`config.mk`:
```
export PLATFORM = sky130hd
export DESIGN_NAME = stream_find_and_replace
export DESIGN_NICKNAME = d
export VERILOG_FILES = /design/src/sfr_pkg.sv /design/src/sfr_ctrl.sv /design/src/sfr_dpath.sv /design/src/stream_find_and_replace.sv
export SDC_FILE = /design/constraint.sdc
export NUM_CORES = 1
export LEC_CHECK = 0
export BUFFER_PORTS_ARGS = -buffer_cell sky130_fd_sc_hd__buf_2
export CAP_MARGIN = 20
export CORE_AREA = 2 2 150 152
export DETAILED_ROUTE_END_ITERATION = 8
export DIE_AREA = 0 0 152 154
export PLACE_DENSITY = 0.94
export RECOVER_POWER = 50
export SETUP_SLACK_MARGIN = 0.4
export SYNTH_ARGS = -nofsm -noshare
export SYNTH_HDL_FRONTEND = slang
export SYNTH_SLANG_ARGS = --single-unit
```
`constraint.sdc`:
```
create_clock -name clock -period 18.3 [get_ports clock]
set_clock_uncertainty 0.15 [all_clocks]
set_input_delay 4.575 -clock clock [delete_from_list [all_inputs] [get_ports clock]]
set_output_delay 4.575 -clock clock [all_outputs]
set_load 0.02 [all_outputs]
```
`src/sfr_pkg.sv`:
```
// Shared types, constants and defaults for the stream find-and-replace block.
package sfr_pkg;

   localparam int PATTERN_MAX_DEF     = 8;
   localparam int REPLACEMENT_MAX_DEF = 8;

   localparam int CSR_DATA_W = 64;
   localparam int CSR_IDX_W  = 2;
   localparam int LEN_W      = 4;

   localparam logic [CSR_IDX_W-1:0] CSR_PATTERN_BYTES     = 2'd0;
   localparam logic [CSR_IDX_W-1:0] CSR_PATTERN_LENGTH    = 2'd1;
   localparam logic [CSR_IDX_W-1:0] CSR_REPLACEMENT_BYTES = 2'd2;
   localparam logic [CSR_IDX_W-1:0] CSR_REPLACEMENT_LENGTH = 2'd3;

   typedef struct packed {
      logic [7:0] in_byte;
      logic       in_last;
   } sfr_req_type;

   typedef struct packed {
      logic [7:0] out_byte;
      logic       byte_valid;
      logic       run_last;
      logic       string_end;
   } sfr_rsp_type;

   typedef enum logic {
      SFR_IDLE,
      SFR_EMIT
   } sfr_state_type;

   // controller -> datapath
   typedef struct packed {
      logic accept;
      logic emit;
   } sfr_cmd_type;

   // datapath -> controller
   typedef struct packed {
      logic out_full;
      logic item_multi;
      logic emit_final;
   } sfr_status_type;

endpackage

```
`src/sfr_ctrl.sv`:
```
// Controller state machine: input acceptance and result sequencing.
module sfr_ctrl import sfr_pkg::*; (
   input  logic           clock,
   input  logic           reset,
   input  logic           req_valid,
   output logic           req_stall,
   input  logic           rsp_stall,
   input  sfr_status_type status,
   output sfr_cmd_type    cmd
);

   sfr_state_type state_ff;
   sfr_state_type state_in;
   logic          out_free;

   always_ff @(posedge clock) begin
      if (reset) begin
         state_ff <= SFR_IDLE;
      end else begin
         state_ff <= state_in;
      end
   end

   // output decode
   always_comb begin
      out_free   = !status.out_full || !rsp_stall;
      req_stall  = !((state_ff == SFR_IDLE) && out_free);
      cmd.accept = req_valid && !req_stall;
      cmd.emit   = (state_ff == SFR_EMIT) && out_free;
   end

   // next state
   always_comb begin
      state_in = state_ff;
      case (state_ff)
         SFR_IDLE: begin
            if (cmd.accept && status.item_multi) begin
               state_in = SFR_EMIT;
            end
         end
         SFR_EMIT: begin
            if (cmd.emit && status.emit_final) begin
               state_in = SFR_IDLE;
            end
         end
         default: begin
            state_in = SFR_IDLE;
         end
      endcase
   end

   a_multi_enters_emit: assert property (@(posedge clock) disable iff (reset)
      cmd.accept && status.item_multi |=> state_ff == SFR_EMIT)
      else $error("multi-result transfer did not start emission");

   a_final_leaves_emit: assert property (@(posedge clock) disable iff (reset)
      cmd.emit && status.emit_final |=> state_ff == SFR_IDLE)
      else $error("emission did not end after final result");

endmodule

```
`src/sfr_dpath.sv`:
```
// Datapath: config registers, prefix match, job registers and result register.
module sfr_dpath import sfr_pkg::*; #(
   parameter int PATTERN_MAX     = PATTERN_MAX_DEF,
   parameter int REPLACEMENT_MAX = REPLACEMENT_MAX_DEF
) (
   input  logic                  clock,
   input  logic                  reset,
   input  logic                  csr_we,
   input  logic [CSR_IDX_W-1:0]  csr_index,
   input  logic [CSR_DATA_W-1:0] csr_wdata,
   input  sfr_req_type           req_data,
   input  sfr_cmd_type           cmd,
   output sfr_status_type        status,
   output logic                  rsp_valid,
   output sfr_rsp_type           rsp_data,
   input  logic                  rsp_stall
);

   localparam int PW = $clog2(PATTERN_MAX + 1);
   localparam int RW = $clog2(REPLACEMENT_MAX + 1);
   localparam int HW = (PATTERN_MAX > 1) ? $clog2(PATTERN_MAX) : 1;
   localparam int CW = $clog2(PATTERN_MAX + REPLACEMENT_MAX + 1);

   // configuration
   logic [PATTERN_MAX*8-1:0]     pat_ff, pat_in;
   logic [PW-1:0]                plen_ff, plen_in;
   logic [REPLACEMENT_MAX*8-1:0] rep_ff, rep_in;
   logic [RW-1:0]                rlen_ff, rlen_in;
   logic [LEN_W-1:0]             len_raw;

   // matcher state and job registers
   logic [HW-1:0] match_len_ff, match_len_in;
   logic [HW-1:0] held_ff, held_in;
   logic [7:0]    byte_ff, byte_in;
   logic [PW-1:0] a_ff, a_in;
   logic [CW-1:0] cnt_ff, cnt_in;
   logic          last_ff, last_in;
   logic [CW-1:0] e_ff, e_in;
   logic          rsp_valid_ff, rsp_valid_in;
   sfr_rsp_type   rsp_data_ff, rsp_data_in;

   logic [7:0]             pat_lane [PATTERN_MAX];
   logic [7:0]             rep_lane [REPLACEMENT_MAX];
   logic [7:0]             win      [PATTERN_MAX];
   logic [PATTERN_MAX-1:0] hit;
   logic [PW-1:0]          n, s_sel, keep, a_now;
   logic [RW-1:0]          r_now;
   logic [CW-1:0]          cnt_now;
   logic                   repl;

   logic [CW-1:0] sel_e, sel_cnt;
   logic [PW-1:0] sel_a;
   logic [HW-1:0] sel_held;
   logic [7:0]    sel_byte, ob;
   logic          sel_last, load;

   always_ff @(posedge clock) begin
      if (reset) begin
         pat_ff       <= '0;
         plen_ff      <= '0;
         rep_ff       <= '0;
         rlen_ff      <= '0;
         match_len_ff <= '0;
         e_ff         <= '0;
         rsp_valid_ff <= 1'b0;
      end else begin
         pat_ff       <= pat_in;
         plen_ff      <= plen_in;
         rep_ff       <= rep_in;
         rlen_ff      <= rlen_in;
         match_len_ff <= match_len_in;
         e_ff         <= e_in;
         rsp_valid_ff <= rsp_valid_in;
      end
   end

   always_ff @(posedge clock) begin
      held_ff     <= held_in;
      byte_ff     <= byte_in;
      a_ff        <= a_in;
      cnt_ff      <= cnt_in;
      last_ff     <= last_in;
      rsp_data_ff <= rsp_data_in;
   end

   // register writes; lengths saturate on write
   always_comb begin
      pat_in  = pat_ff;
      plen_in = plen_ff;
      rep_in  = rep_ff;
      rlen_in = rlen_ff;
      len_raw = csr_wdata[LEN_W-1:0];
      if (csr_we) begin
         case (csr_index)
            CSR_PATTERN_BYTES: begin
               pat_in = csr_wdata[PATTERN_MAX*8-1:0];
            end
            CSR_PATTERN_LENGTH: begin
               plen_in = (len_raw > LEN_W'(PATTERN_MAX)) ? PW'(PATTERN_MAX) : PW'(len_raw);
            end
            CSR_REPLACEMENT_BYTES: begin
               rep_in = csr_wdata[REPLACEMENT_MAX*8-1:0];
            end
            CSR_REPLACEMENT_LENGTH: begin
               rlen_in = (len_raw > LEN_W'(REPLACEMENT_MAX)) ?
                         RW'(REPLACEMENT_MAX) : RW'(len_raw);
            end
            default: begin
            end
         endcase
      end
   end

   always_comb begin
      for (int j = 0; j < PATTERN_MAX; j++) begin
         pat_lane[j] = pat_ff[8*j +: 8];
      end
      for (int j = 0; j < REPLACEMENT_MAX; j++) begin
         rep_lane[j] = rep_ff[8*j +: 8];
      end
   end

   // window = held pattern prefix + new byte; find the earliest start whose
   // tail is still a pattern prefix (KMP-style fallback)
   always_comb begin
      n = PW'(match_len_ff) + PW'(1);
      for (int j = 0; j < PATTERN_MAX; j++) begin
         win[j] = (HW'(j) < match_len_ff) ? pat_lane[j] : req_data.in_byte;
      end
      for (int s = 0; s < PATTERN_MAX; s++) begin
         hit[s] = (PW'(s) < n) && ((n - PW'(s)) <= plen_ff);
         for (int k = 0; k < PATTERN_MAX - s; k++) begin
            if ((PW'(s + k) < n) && (win[s + k] != pat_lane[k])) begin
               hit[s] = 1'b0;
            end
         end
      end
      s_sel = n;
      for (int s = PATTERN_MAX - 1; s >= 0; s--) begin
         if (hit[s]) begin
            s_sel = PW'(s);
         end
      end
      keep    = n - s_sel;
      repl    = (plen_ff != '0) && (keep == plen_ff);
      a_now   = (req_data.in_last && !repl) ? n : s_sel;
      r_now   = repl ? rlen_ff : '0;
      cnt_now = CW'(a_now) + CW'(r_now);
      match_len_in = match_len_ff;
      if (cmd.accept) begin
         match_len_in = (repl || req_data.in_last) ? '0 : HW'(keep);
      end
   end

   // job capture
   always_comb begin
      held_in = held_ff;
      byte_in = byte_ff;
      a_in    = a_ff;
      cnt_in  = cnt_ff;
      last_in = last_ff;
      e_in    = e_ff;
      if (cmd.accept) begin
         held_in = match_len_ff;
         byte_in = req_data.in_byte;
         a_in    = a_now;
         cnt_in  = cnt_now;
         last_in = req_data.in_last;
         e_in    = CW'(1);
      end else if (cmd.emit) begin
         e_in = e_ff + CW'(1);
      end
   end

   // result e: window bytes first, then replacement bytes
   always_comb begin
      sel_e    = cmd.accept ? '0 : e_ff;
      sel_cnt  = cmd.accept ? cnt_now : cnt_ff;
      sel_a    = cmd.accept ? a_now : a_ff;
      sel_held = cmd.accept ? match_len_ff : held_ff;
      sel_byte = cmd.accept ? req_data.in_byte : byte_ff;
      sel_last = cmd.accept ? req_data.in_last : last_ff;
      ob = '0;
      for (int j = 0; j < PATTERN_MAX; j++) begin
         if ((sel_e == CW'(j)) && (sel_e < CW'(sel_a))) begin
            ob = (HW'(j) < sel_held) ? pat_lane[j] : sel_byte;
         end
      end
      for (int j = 0; j < REPLACEMENT_MAX; j++) begin
         if ((sel_e >= CW'(sel_a)) && ((sel_e - CW'(sel_a)) == CW'(j))) begin
            ob = rep_lane[j];
         end
      end
      load = (cmd.accept && ((cnt_now != '0) || req_data.in_last)) || cmd.emit;
      rsp_valid_in = load || (rsp_valid_ff && rsp_stall);
      rsp_data_in  = rsp_data_ff;
      if (load) begin
         if (sel_cnt == '0) begin
            // empty output string: end marker only
            rsp_data_in.out_byte   = '0;
            rsp_data_in.byte_valid = 1'b0;
            rsp_data_in.run_last   = 1'b1;
            rsp_data_in.string_end = 1'b1;
         end else begin
            rsp_data_in.out_byte   = ob;
            rsp_data_in.byte_valid = 1'b1;
            rsp_data_in.run_last   = (sel_e == sel_cnt - CW'(1));
            rsp_data_in.string_end = (sel_e == sel_cnt - CW'(1)) && sel_last;
         end
      end
   end

   always_comb begin
      status.out_full   = rsp_valid_ff;
      status.item_multi = cnt_now > CW'(1);
      status.emit_final = (e_ff == cnt_ff - CW'(1));
   end

   assign rsp_valid = rsp_valid_ff;
   assign rsp_data  = rsp_data_ff;

   a_emit_in_range: assert property (@(posedge clock) disable iff (reset)
      cmd.emit |-> e_ff < cnt_ff)
      else $error("emission ran past the result count");

   a_last_clears_match: assert property (@(posedge clock) disable iff (reset)
      cmd.accept && req_data.in_last |=> match_len_ff == '0)
      else $error("partial match survived end of string");

endmodule

```
`src/stream_find_and_replace.sv`:
```
// Top level of the streaming find-and-replace block.
//
//  channel | direction | handshake             | payload
//  --------+-----------+-----------------------+---------------------------------
//  req     | in        | req_valid / req_stall | sfr_req_type: in_byte, in_last
//  rsp     | out       | rsp_valid / rsp_stall | sfr_rsp_type: out_byte, byte_valid,
//          |           |                       |   run_last, string_end
//  csr     | in        | csr_we (no wait)      | csr_index, csr_wdata
//
// A transfer that gives at most one result needs no emission phase; one that
// gives N > 1 results goes out one result per cycle while the output is not
// stalled, as the single result register is loaded once per cycle. The first
// result of a transfer is computed and registered in the cycle of acceptance.
// Reset is synchronous: clears config, partial match, controller and rsp_valid.
// A stalled result holds in its register; req_stall rises only when that
// register cannot be refilled or a burst of results is still going out.
module stream_find_and_replace import sfr_pkg::*; #(
   parameter int PATTERN_MAX     = PATTERN_MAX_DEF,
   parameter int REPLACEMENT_MAX = REPLACEMENT_MAX_DEF
) (
   input  logic                  clock,
   input  logic                  reset,
   // source bytes
   input  logic                  req_valid,
   output logic                  req_stall,
   input  sfr_req_type           req_data,
   // output string
   output logic                  rsp_valid,
   input  logic                  rsp_stall,
   output sfr_rsp_type           rsp_data,
   // register writes
   input  logic                  csr_we,
   input  logic [CSR_IDX_W-1:0]  csr_index,
   input  logic [CSR_DATA_W-1:0] csr_wdata
);

   sfr_cmd_type    cmd;
   sfr_status_type status;

   // sequencing: accept in idle, then walk out any remaining results
   sfr_ctrl u_ctrl (
      .clock     (clock),
      .reset     (reset),
      .req_valid (req_valid),
      .req_stall (req_stall),
      .rsp_stall (rsp_stall),
      .status    (status),
      .cmd       (cmd)
   );

   // match logic, held-prefix tracking and the result register
   sfr_dpath #(
      .PATTERN_MAX     (PATTERN_MAX),
      .REPLACEMENT_MAX (REPLACEMENT_MAX)
   ) u_dpath (
      .clock     (clock),
      .reset     (reset),
      .csr_we    (csr_we),
      .csr_index (csr_index),
      .csr_wdata (csr_wdata),
      .req_data  (req_data),
      .cmd       (cmd),
      .status    (status),
      .rsp_valid (rsp_valid),
      .rsp_data  (rsp_data),
      .rsp_stall (rsp_stall)
   );

endmodule
```
# ---- Yosys cells after proc, flatten, opt, wreduce, memory -nomap -nowiden
# Index checks and enable logic that the tools add are counted.
dict set report word_totals {
  reg_bits 178
  out_inout_bits 13
  wordCells 308
}
dict set report op_classes {
  addsub 14
  n_lt_le_gt_ge 36
  eq_ne 56
  mux 92
  bitwise_logic 1
  reduce_logical 91
}
# op count
set op_table {}
lappend op_table {{$ne 8x8->1} 36}
lappend op_table {{$mux 8} 33}
lappend op_table {{$logic_and 1x1->1} 70}
lappend op_table {{$mux 4} 12}
lappend op_table {{$mux 1} 41}
lappend op_table {{$eq 5x3->1 const B} 8}
lappend op_table {{$le 4x4->1} 8}
lappend op_table {{$lt 3x3->1 const A} 8}
lappend op_table {{$eq 5x2->1 const B} 4}
lappend op_table {{$lt 3x4->1 const A} 4}
lappend op_table {{$sub 4x3->4 const B} 4}
lappend op_table {{$logic_not 5->1} 3}
lappend op_table {{$lt 1x3->1 const A} 4}
lappend op_table {{$lt 2x3->1 const A} 4}
lappend op_table {{$eq 5x1->1 const B} 2}
lappend op_table {{$eq 5x5->1} 2}
lappend op_table {{$mux 5} 2}
lappend op_table {{$sub 5x1->5 const B} 2}
lappend op_table {{$mux 3} 3}
lappend op_table {{$lt 1x4->1 const A} 2}
lappend op_table {{$lt 2x4->1 const A} 2}
lappend op_table {{$reduce_and 2->1} 4}
lappend op_table {{$sub 4x2->4 const B} 2}
lappend op_table {{$add 4x4->5} 1}
lappend op_table {{other kinds (21)} 29}

# ---- Logic depth before layout (Yosys ltp)
# Gate-level depths: netlist of the first run.
dict set report depth {
  ltp_word 38
  mapped_depth 41
}

# ---- Hierarchy
# From an unflattened synthesis of the first run, not the netlist that was laid out.
dict set report hier_totals {
  hier_cells 1905
  area_unflattened_um2 14149.8
}
# mod instances cells_each area_per_inst_um2 seq_area_each_um2
set by_module_without_submodules {}
lappend by_module_without_submodules {sfr_dpath 1 1897 14088.5 3653.5}
lappend by_module_without_submodules {sfr_ctrl 1 8 61.3 20.0}

# ---- Worst setup path before layout of the first run
# OpenSTA, ideal clock, no wires.
dict set report synth_timing {
  path_kind {input port to flip-flop}
  startpoint {input port req_data[2] in the netlist's numbering}
  endpoint {register u_dpath.rsp_data_ff, in the netlist u_dpath.rsp_data[10], data pin}
  setup_time_ps 146
  arrival_time_ps 11294
  required_ps 18004
  path_slack_ps 6710
  stages 33
  n_path_buf 3
  path_cell_list {buf_2 -> buf_1 -> mux2i_1 -> xnor2_1 -> nand3_1 -> or4_1 -> a21bo_2 -> a21o_1 -> nand3b_1 -> o211ai_1 -> inv_1 -> ha_1 -> fa_1 -> xor2_1 -> xnor2_1 -> nand4_1 -> nor4_1 -> nor3_4 -> mux2i_2 -> mux2i_1 -> ha_1 -> nor2b_1 -> o21a_1 -> o21ai_1 -> nand2_1 -> or4_1 -> clkbuf_1 -> nor3_1 -> a221oi_1 -> a31oi_1 -> o22ai_1 -> a2bb2o_1 -> a21oi_1}
}
dict set report synth_via {
  elab_chain_cells 37
}
# item line
set synth_rtl {}
lappend synth_rtl {{start: declaration} stream_find_and_replace.sv:26} ;# input sfr_req_type req_data,
lappend synth_rtl {{$mux 8} sfr_dpath.sv:128} ;# win[j] = (HW'(j) < match_len_ff) ? pat_lane[j] : req_data.in_byte;
lappend synth_rtl {{$ne 8x8->1} sfr_dpath.sv:133} ;# if ((PW'(s + k) < n) && (win[s + k] != pat_lane[k])) begin
lappend synth_rtl {{$logic_and 1x1->1} sfr_dpath.sv:133}
lappend synth_rtl {{$mux 1} sfr_dpath.sv:133}
lappend synth_rtl {{$mux 4 or $mux 1 (tied branches) (7 in a row)} {sfr_dpath.sv:140, sfr_dpath.sv:133}}
lappend synth_rtl {{$mux 4 (*)} sfr_dpath.sv:140} ;# if (hit[s]) begin
lappend synth_rtl {{$sub 4x4->4} sfr_dpath.sv:144} ;# keep = n - s_sel;
lappend synth_rtl {{$eq 4x4->1} sfr_dpath.sv:145} ;# repl = (plen_ff != '0) && (keep == plen_ff);
lappend synth_rtl {{$logic_and 1x1->1} sfr_dpath.sv:145}
lappend synth_rtl {{$logic_not 1->1} sfr_dpath.sv:146} ;# a_now = (req_data.in_last && !repl) ? n : s_sel;
lappend synth_rtl {{$logic_and 1x1->1} sfr_dpath.sv:146}
lappend synth_rtl {{$mux 4} sfr_dpath.sv:146}
lappend synth_rtl {{$mux 4} sfr_dpath.sv:179} ;# sel_a = cmd.accept ? a_now : a_ff;
lappend synth_rtl {{$lt 5x4->1} sfr_dpath.sv:185} ;# if ((sel_e == CW'(j)) && (sel_e < CW'(sel_a))) begin
lappend synth_rtl {{$logic_and 1x1->1} sfr_dpath.sv:185}
lappend synth_rtl {{$mux 8 (8 in a row)} sfr_dpath.sv:185}
lappend synth_rtl {{$mux 8 (8 in a row)} sfr_dpath.sv:190} ;# if ((sel_e >= CW'(sel_a)) && ((sel_e - CW'(sel_a)) == CW'(j))) begin
lappend synth_rtl {{end signal: assignment} sfr_dpath.sv:83} ;# rsp_data_ff <= rsp_data_in;
lappend synth_rtl {{end: declaration} sfr_dpath.sv:40} ;# sfr_rsp_type rsp_data_ff, rsp_data_in;
# Mark *: on every way between the ends. The rest lies on a longest branch, timed or not.
# A chain may end at the register's enable or synchronous reset.

# ---- Final worst setup path of the first run
dict set report layout_timing {
  startpoint {input port req_data[3] in the netlist's numbering}
  endpoint {register u_dpath.rsp_data_ff, in the netlist u_dpath.rsp_data[10], data pin}
}
# Same word-level chain as after synthesis.

==> results.md, run 1 <==
- Fin crit period: 13.21 ns
- Layout cells sized above 1: 8.98%
- Initial Utilization: 64.3%
- Ranking of synthesized cells by area: dfxtp_1 24%, xnor2_1 9.2%, nand2_1 9.1%
- Maximum clock rate: 75.7 MHz
- Synth Flop Type: dfxtp_1
- CP max stage delay: 0.71 ns
- Routed WL per cell: 25.0 um
- Outcome: complete, but fails checks
- Total gr overflow: 0
- Vias per std cell: 6.98
- Setup crit start: req_data[3]
- Std-Cell Rows: 54
- Mapped Area: 0.0139 mm2
- Worst-Margin Slew: 2.91 ns
- Kind of critical path: input pin to flip-flop
- Core Region: 0.0217 mm2
- Global-route wire length before repair: 81500 um
- Crit Path Max Fanout: 20
- Nets: 1969
- Final Hold Viols: 0
- IO Port Bufs: 92
- PwrDens: 67.9 mW/mm2
- Final setup viols: 0
- Post-CTS Setup Bufs: 0
- Register-to-register setup slack: 7.48 ns
- Peak VDD IR: 0.0845 mV
- DRC errors left: 0
- Synth unique cells: 84
- Worst Path Required: 18.44 ns
- Post-synth top area share: 24.0%
- Post-route ant nets: 0
- Num CTS Buffers: 17
- Slew margin rel.: -93.9%
- Initial drt markers: 2127
- Crit path launch type: input pin
- Initial antenna violation count: 0
- Count of state elements after synthesis: 178
- Fin crit share: 72.2%
- Die area: 0.0234 mm2
- Tot GR Track Use: 44.5%
- IO Count: 93
- Synthesis-to-finish area growth: 6.58%
- R2R Path End: u_dpath.rsp_data[10]
- EDFF count, synth: 11
- Placed wire-length estimate: 37400 um
- CTS clock-pin slew for the worst setup and hold paths: 0.08 ns
- Root Buffer: clkbuf_16
- Critical register-to-register path startpoint: u_dpath.match_len_ff[0]
- Top cell by count, worst path: nor4_1
- Gp weighted congestion: 1.08
- Chip height: 154 um
- Post-Syn Instances: 1876
- H-tree lvl count: 4
- Yosys top cell by area: dfxtp_1
- Sink Count: 178
- Failing checks: capacitance limit, slew limit
- Max Cap Violations: 3
- Arrival @ worst endpoint: 13.35 ns
- Register area share after synthesis: 26.3%
- CTS Buffer Depth: 2
- CTS tree: done
- Synthesized area per cell: 7.44 um2
- Cts repair resizes: 0
- Setup TNS: 0 ns
- Leakage: 5.52 nW
- Skew-Pair Late Insertion Delay: 0.44 ns
- Post-Route WL: 53500 um
- Largest net degree at the start of global routing: 82
- Total Power: 1.01 mW
- Crit path to: u_dpath.rsp_data[10]
- Vias in the first global route: 14137
- YS warnings: 0
- Hold_buf cts: 0
- Hold Path Cell Cnt: 2
- Crit. End Element: flip-flop
- Cell depth of the worst flop-to-flop path: 35
- Hold WC Path Type: flip-flop to flip-flop
- Syn Nets: 1999
- Slew Viols, Final: 170
- Via count: 14930
- CP max stage cell: nor4_1
- RSZ-0062 raised after global routing: no
- DRT Pass-1 Iters: 7
- Synth async-reset ratio: 0%
- Width of the chip: 152 um
[per-layer routing]
metal	track usage (%)	wire length [um]	share of wire, %
met1	54.7	19000	35
met2	70.1	23200	43
met3	9.67	6960	13
met4	30.0	4320	8.1
met5	0	0	0
[synthesized netlist by cell type (40+ instances only)]
cell and instances:
o22ai_1 41, xnor2_1 147, nand2_1 338, inv_1 79, nor2_1 66, a21oi_1 209, clkbuf_1 119, xor2_1 54
o21ai_0 49, mux2i_1 79, dfxtp_1 167, ha_1 40
[where the power goes]
| group | switching, mW | leakage (nW) | internal [mW] | total, mW |
|---|---|---|---|---|
| registers | 0.0297 | 1.47 | 0.408 | 0.438 |
| clock network | 0.183 | 0.295 | 0.198 | 0.381 |
| logic | 0.119 | 3.76 | 0.0727 | 0.192 |
[final cells by class]
class | count | area (um2)
Tap cell | 280 | 350
Clock inverter | 15 | 193
Fill cell | 1747 | 6820
Antenna cell | 1 | 2.50
Inverter | 81 | 304
Sequential cell | 178 | 3670
Clock buffer | 17 | 425
Multi-Input combinational cell | 1453 | 9290
Timing Repair Buffer | 115 | 622
[cells in the final DEF, fill, tap and decap left out, types with 15 or more instances in the layout]
cell / n
a21oi_1: 209
buf_4: 19
a31oi_1: 19
nand4_1: 33
a221oi_1: 15
inv_1: 79
nand3_1: 32
ha_1: 40
nor4_1: 23
nor3_1: 37
o22ai_1: 41
nor2b_1: 25
nor2_1: 65
mux2i_1: 79
nand2b_1: 17
clkbuf_16: 18
xor2_1: 54
dfxtp_1: 166
buf_2: 78
nand2_1: 338
clkbuf_1: 17
o21ai_0: 53
xnor2_1: 147
[logic make-up after synthesis]
group | share of synthesized area [%]
multiplexers | 6.58
flip-flops | 26.3
AND/OR/NAND/NOR | 21.4
buffers and inverters | 7.18
XOR/XNOR | 12.6
adder cells (fa/ha/maj) | 4.02
AO/OA/AOI/OAI | 21.9
[registers in the layout, summed over array words and instances, names as in the netlist]
name                  count
u_dpath.pat_ff           64
u_dpath.rep_ff           64
u_dpath.rsp_data         11
u_dpath.byte_ff           8
u_dpath.cnt_ff            5
u_dpath.e_ff              5
u_dpath.a_ff              4
u_dpath.plen_ff           4
u_dpath.rlen_ff           4
u_dpath.held_ff           3
u_dpath.match_len_ff      3
u_ctrl.state_ff           1
u_dpath.last_ff           1
u_dpath.rsp_valid         1
[metrics by stage]
step | hold WS [ns] | instance area [um2] | setup WS [ns] | std cells | util (%)
detailed placement | 0.297 | 14300 | 4.94 | 2106 | 65.7
finish | 0.308 | 14900 | 5.09 | 2140 | 68.5
global placement | 0.280 | 14200 | 5.12 | 2105 | 65.7
floorplan | 0.270 | 13900 | 6.71 | 1876 | -
global route | 0.329 | 14900 | 4.84 | 2139 | 68.5
CTS | 0.307 | 14900 | 5.39 | 2138 | 68.6
[worst min path at each step]
stage	start	endpoint
floorplan	u_dpath.last_ff	u_dpath.last_ff
global placement	u_dpath.last_ff	u_dpath.last_ff
detailed placement	u_dpath.rep_ff[57]	u_dpath.rep_ff[57]
CTS	u_dpath.rep_ff[57]	u_dpath.rep_ff[57]
global route	u_dpath.rep_ff[62]	u_dpath.rep_ff[62]
finish	u_dpath.rep_ff[57]	u_dpath.rep_ff[57]
[critical path, delay by kind of cell]
kind                       cells  cell delay, ns
muxes                          2            0.51
adders and majority gates      3            0.91
buffers and inverters          2            0.53
and+or+nand+nor               10            3.87
xor gates and xnor gates       3            0.55
AOI/OAI and AO/OA             10            2.38
(Power assumes the default switching activity.)
==> run 2, diff against run 1 <==
--- a/config.mk
+++ b/config.mk
@@ -7,10 +7,10 @@
 export LEC_CHECK = 0
 export BUFFER_PORTS_ARGS = -buffer_cell sky130_fd_sc_hd__buf_2
 export CAP_MARGIN = 20
-export CORE_AREA = 2 2 150 152
+export CORE_AREA = 2 2 161 163
 export DETAILED_ROUTE_END_ITERATION = 8
-export DIE_AREA = 0 0 152 154
-export PLACE_DENSITY = 0.94
+export DIE_AREA = 0 0 163 165
+export PLACE_DENSITY = 0.87
 export RECOVER_POWER = 50
 export SETUP_SLACK_MARGIN = 0.4
 export SYNTH_ARGS = -nofsm -noshare
==> constraint.sdc (replaced) <==
create_clock -name clock -period 11.3 [get_ports clock]
set_clock_uncertainty 0.15 [all_clocks]
set_input_delay 2.825 -clock clock [delete_from_list [all_inputs] [get_ports clock]]
set_output_delay 2.825 -clock clock [all_outputs]
set_load 0.02 [all_outputs]
==> run 2 against run 1 <==
Effect of this change: the run still ends with capacitance limit, slew limit left; via count is 2.1% lower; routed wire length is 3.6% higher; critical path depth is 2 higher; clock power is 66% higher; core utilization is 8.4 points lower; cell count is 2.9% higher; combinational power is 61% higher; largest power group unchanged; highest routed layer is now met5.
==> results.md, run 2 (synthesized netlist as in run 1, its figures left out) <==
- Outcome: complete, but fails checks
- Failing checks: capacitance limit, slew limit
- Global-route wire length before repair: 83600 um (+2.6%)
- Dpl cell area: 0.0144 mm2 (+1.2%)
- Vias per std cell: 6.64 (-4.8%)
- Cell depth of the worst flop-to-flop path: 35 (unchanged)
- Cts repair resizes: 0 (unchanged)
- Max Cap Violations: 4 (+1)
- CP max stage delay: 0.57 ns (-0.14 ns)
- Fin crit share: 93.3%
- Root Buffer: clkbuf_16
- PwrDens: 110 mW/mm2 (+62%)
- RSZ-0062 raised after global routing: no
- Synthesis-to-finish area growth: 7.94%
- Vias in the first global route: 13770 (-2.6%)
- DRT Pass-1 Iters: 8 (+1)
- Placed Instances: 2169 (+3.0%)
- CTS Buffer Depth: 2 (unchanged)
- CP max stage cell: or4_1
- Std-Cell Rows: 58 (+7.4%)
- Kind of critical path: input pin to flip-flop
- Initial antenna violation count: 1 (+1)
- H-tree lvl count: 4 (unchanged)
- Hold_buf cts: 0 (unchanged)
- Width of the chip: 163 um (+7.2%)
- Layout cells sized above 1: 9.89% (+0.90 points)
- Sink Count: 178 (unchanged)
- Fin crit period: 10.55 ns
- Final Hold Viols: 0 (unchanged)
- Arrival @ worst endpoint: 10.67 ns (-2.68 ns)
- Tot GR Track Use: 41.1% (-3.4 points)
- Commonest non-fill, non-tap cell in the layout: nand2_1
- Nets: 1981 (+0.61%)
- Core Region: 0.0250 mm2 (+15%)
- Die area: 0.0269 mm2 (+15%)
- Num CTS Buffers: 17 (unchanged)
- Peak VDD IR: 0.113 mV (+33%)
- Largest net degree at the start of global routing: 108 (+32%)
- Setup TNS: 0 ns (unchanged)
- IO Count: 93 (unchanged)
- Critical register-to-register path startpoint: u_dpath.match_len_ff[0]
- Register-to-register setup slack: 1.29 ns (-6.19 ns)
- R2R Path End: u_dpath.rsp_data[4]
- CTS clock-pin slew for the worst setup and hold paths: 0.08 ns (about the same)
- Post-CTS Setup Bufs: 0 (unchanged)
- Diodes inserted: 0 (-1)
- Hold WC Path Type: flip-flop to flip-flop
- Crit. End Element: flip-flop
- Initial drt markers: 1605 (-25%)
- Routed WL per cell: 25.2 um (+0.72%)
- Fillers: 2280 (+31%)
- Leakage: 5.59 nW (+1.3%)
- Total gr overflow: 0 (unchanged)
- CTS tree: done
- DRC errors left: 0 (unchanged)
- Initial Utilization: 55.7% (-8.6 points)
- IO Port Bufs: 92 (unchanged)
- Gp weighted congestion: 1.04 (-4.1%)
- Crit Path Max Fanout: 13 (-35%)
- Final setup viols: 0 (unchanged)
- Top cell by count, worst path: nand4_1
- Post-Route WL: 55400 um (+3.6%)
- Slew Viols, Final: 204 (+20%)
- Placed wire-length estimate: 39400 um (+5.3%)
- Via count: 14619 (-2.1%)
- Crit path to: u_dpath.rsp_data[4]
- Worst Path Required: 11.42 ns (-7.02 ns)
- Post-route cell area: 0.0151 mm2 (+1.3%)
- Slew margin rel.: -103% (-8.6 points)
- Post-route ant nets: 0 (unchanged)
- Most frequent cells in the layout: 338 x nand2_1, 209 x a21oi_1, 166 x dfxtp_1
- Worst-Margin Slew: 3.04 ns (+0.128 ns)
- Maximum clock rate: 94.8 MHz
- Crit path launch type: input pin
- Fin cells: 2201 (+2.9%)
- Setup crit start: req_data[6]
- Skew-Pair Late Insertion Delay: 0.44 ns (about the same)
- Chip height: 165 um (+7.1%)
[run 2: final cells by class]
type                       count  area [um2]  share of cell area (%)
timing repair buffer         127         694                    4.61
multi-input combinational   1453        9330                    61.9
clock inverter                15         218                    1.45
sequential                   178        3670                    24.4
tap                          330         413                    2.74
inverter                      81         304                    2.02
clock buffer                  17         425                    2.83
[run 2: worst min-delay path by stage]
stage | start | to | depth (start not counted)
final | u_dpath.rep_ff[32] | u_dpath.rep_ff[32] | 2
after global routing | u_dpath.rep_ff[38] | u_dpath.rep_ff[38] | 2
after CTS | u_dpath.rep_ff[61] | u_dpath.rep_ff[61] | 2
after detailed placement | u_dpath.rep_ff[50] | u_dpath.rep_ff[50] | 2
after global placement | u_dpath.last_ff | u_dpath.last_ff | 2
after floorplan | u_dpath.last_ff | u_dpath.last_ff | 2
[run 2: critical path, delay by kind of cell]
family | cells | cell delay, ns
adder cells (fa/ha/maj) | 3 | 1.01
AND/OR/NAND/NOR | 14 | 3.64
XOR/XNOR | 1 | 0.16
multiplexers | 2 | 0.51
AO/OA/AOI/OAI | 9 | 1.83
buffers and inverters | 3 | 0.68
[run 2: per-stage QoR]
step / worst slack, ns / utilization (%) / hold slack, ns / total power, mW
6_report: 0.752 / 60.1 / 0.309 / 1.65
5_1_grt: 0.329 / 60.1 / 0.327 / 1.70
4_1_cts: 0.705 / 60.1 / 0.307 / 1.64
3_5_place_dp: 0.295 / 57.6 / 0.297 / 1.02
3_3_place_gp: 0.567 / 57.6 / 0.281 / 1.02
2_1_floorplan: 1.46 / - / 0.270 / 0.915
[run 2: report_power, final]
part	internal, mW	leakage [nW]	switching [mW]
logic	0.119	3.81	0.191
clock network	0.311	0.309	0.322
registers	0.661	1.47	0.0473
total	1.09	5.59	0.561
[run 2: per-layer routing]
metal  track usage [%]  vias up  wire length [um]  share of wire, %
li1                  -     6552                 -                 -
met1              52.3     6897             21500                39
met2              63.7      933             24100                43
met3              6.88      235              5680                10
met4              28.2        2              4110               7.4
met5                 0        -                10             0.018
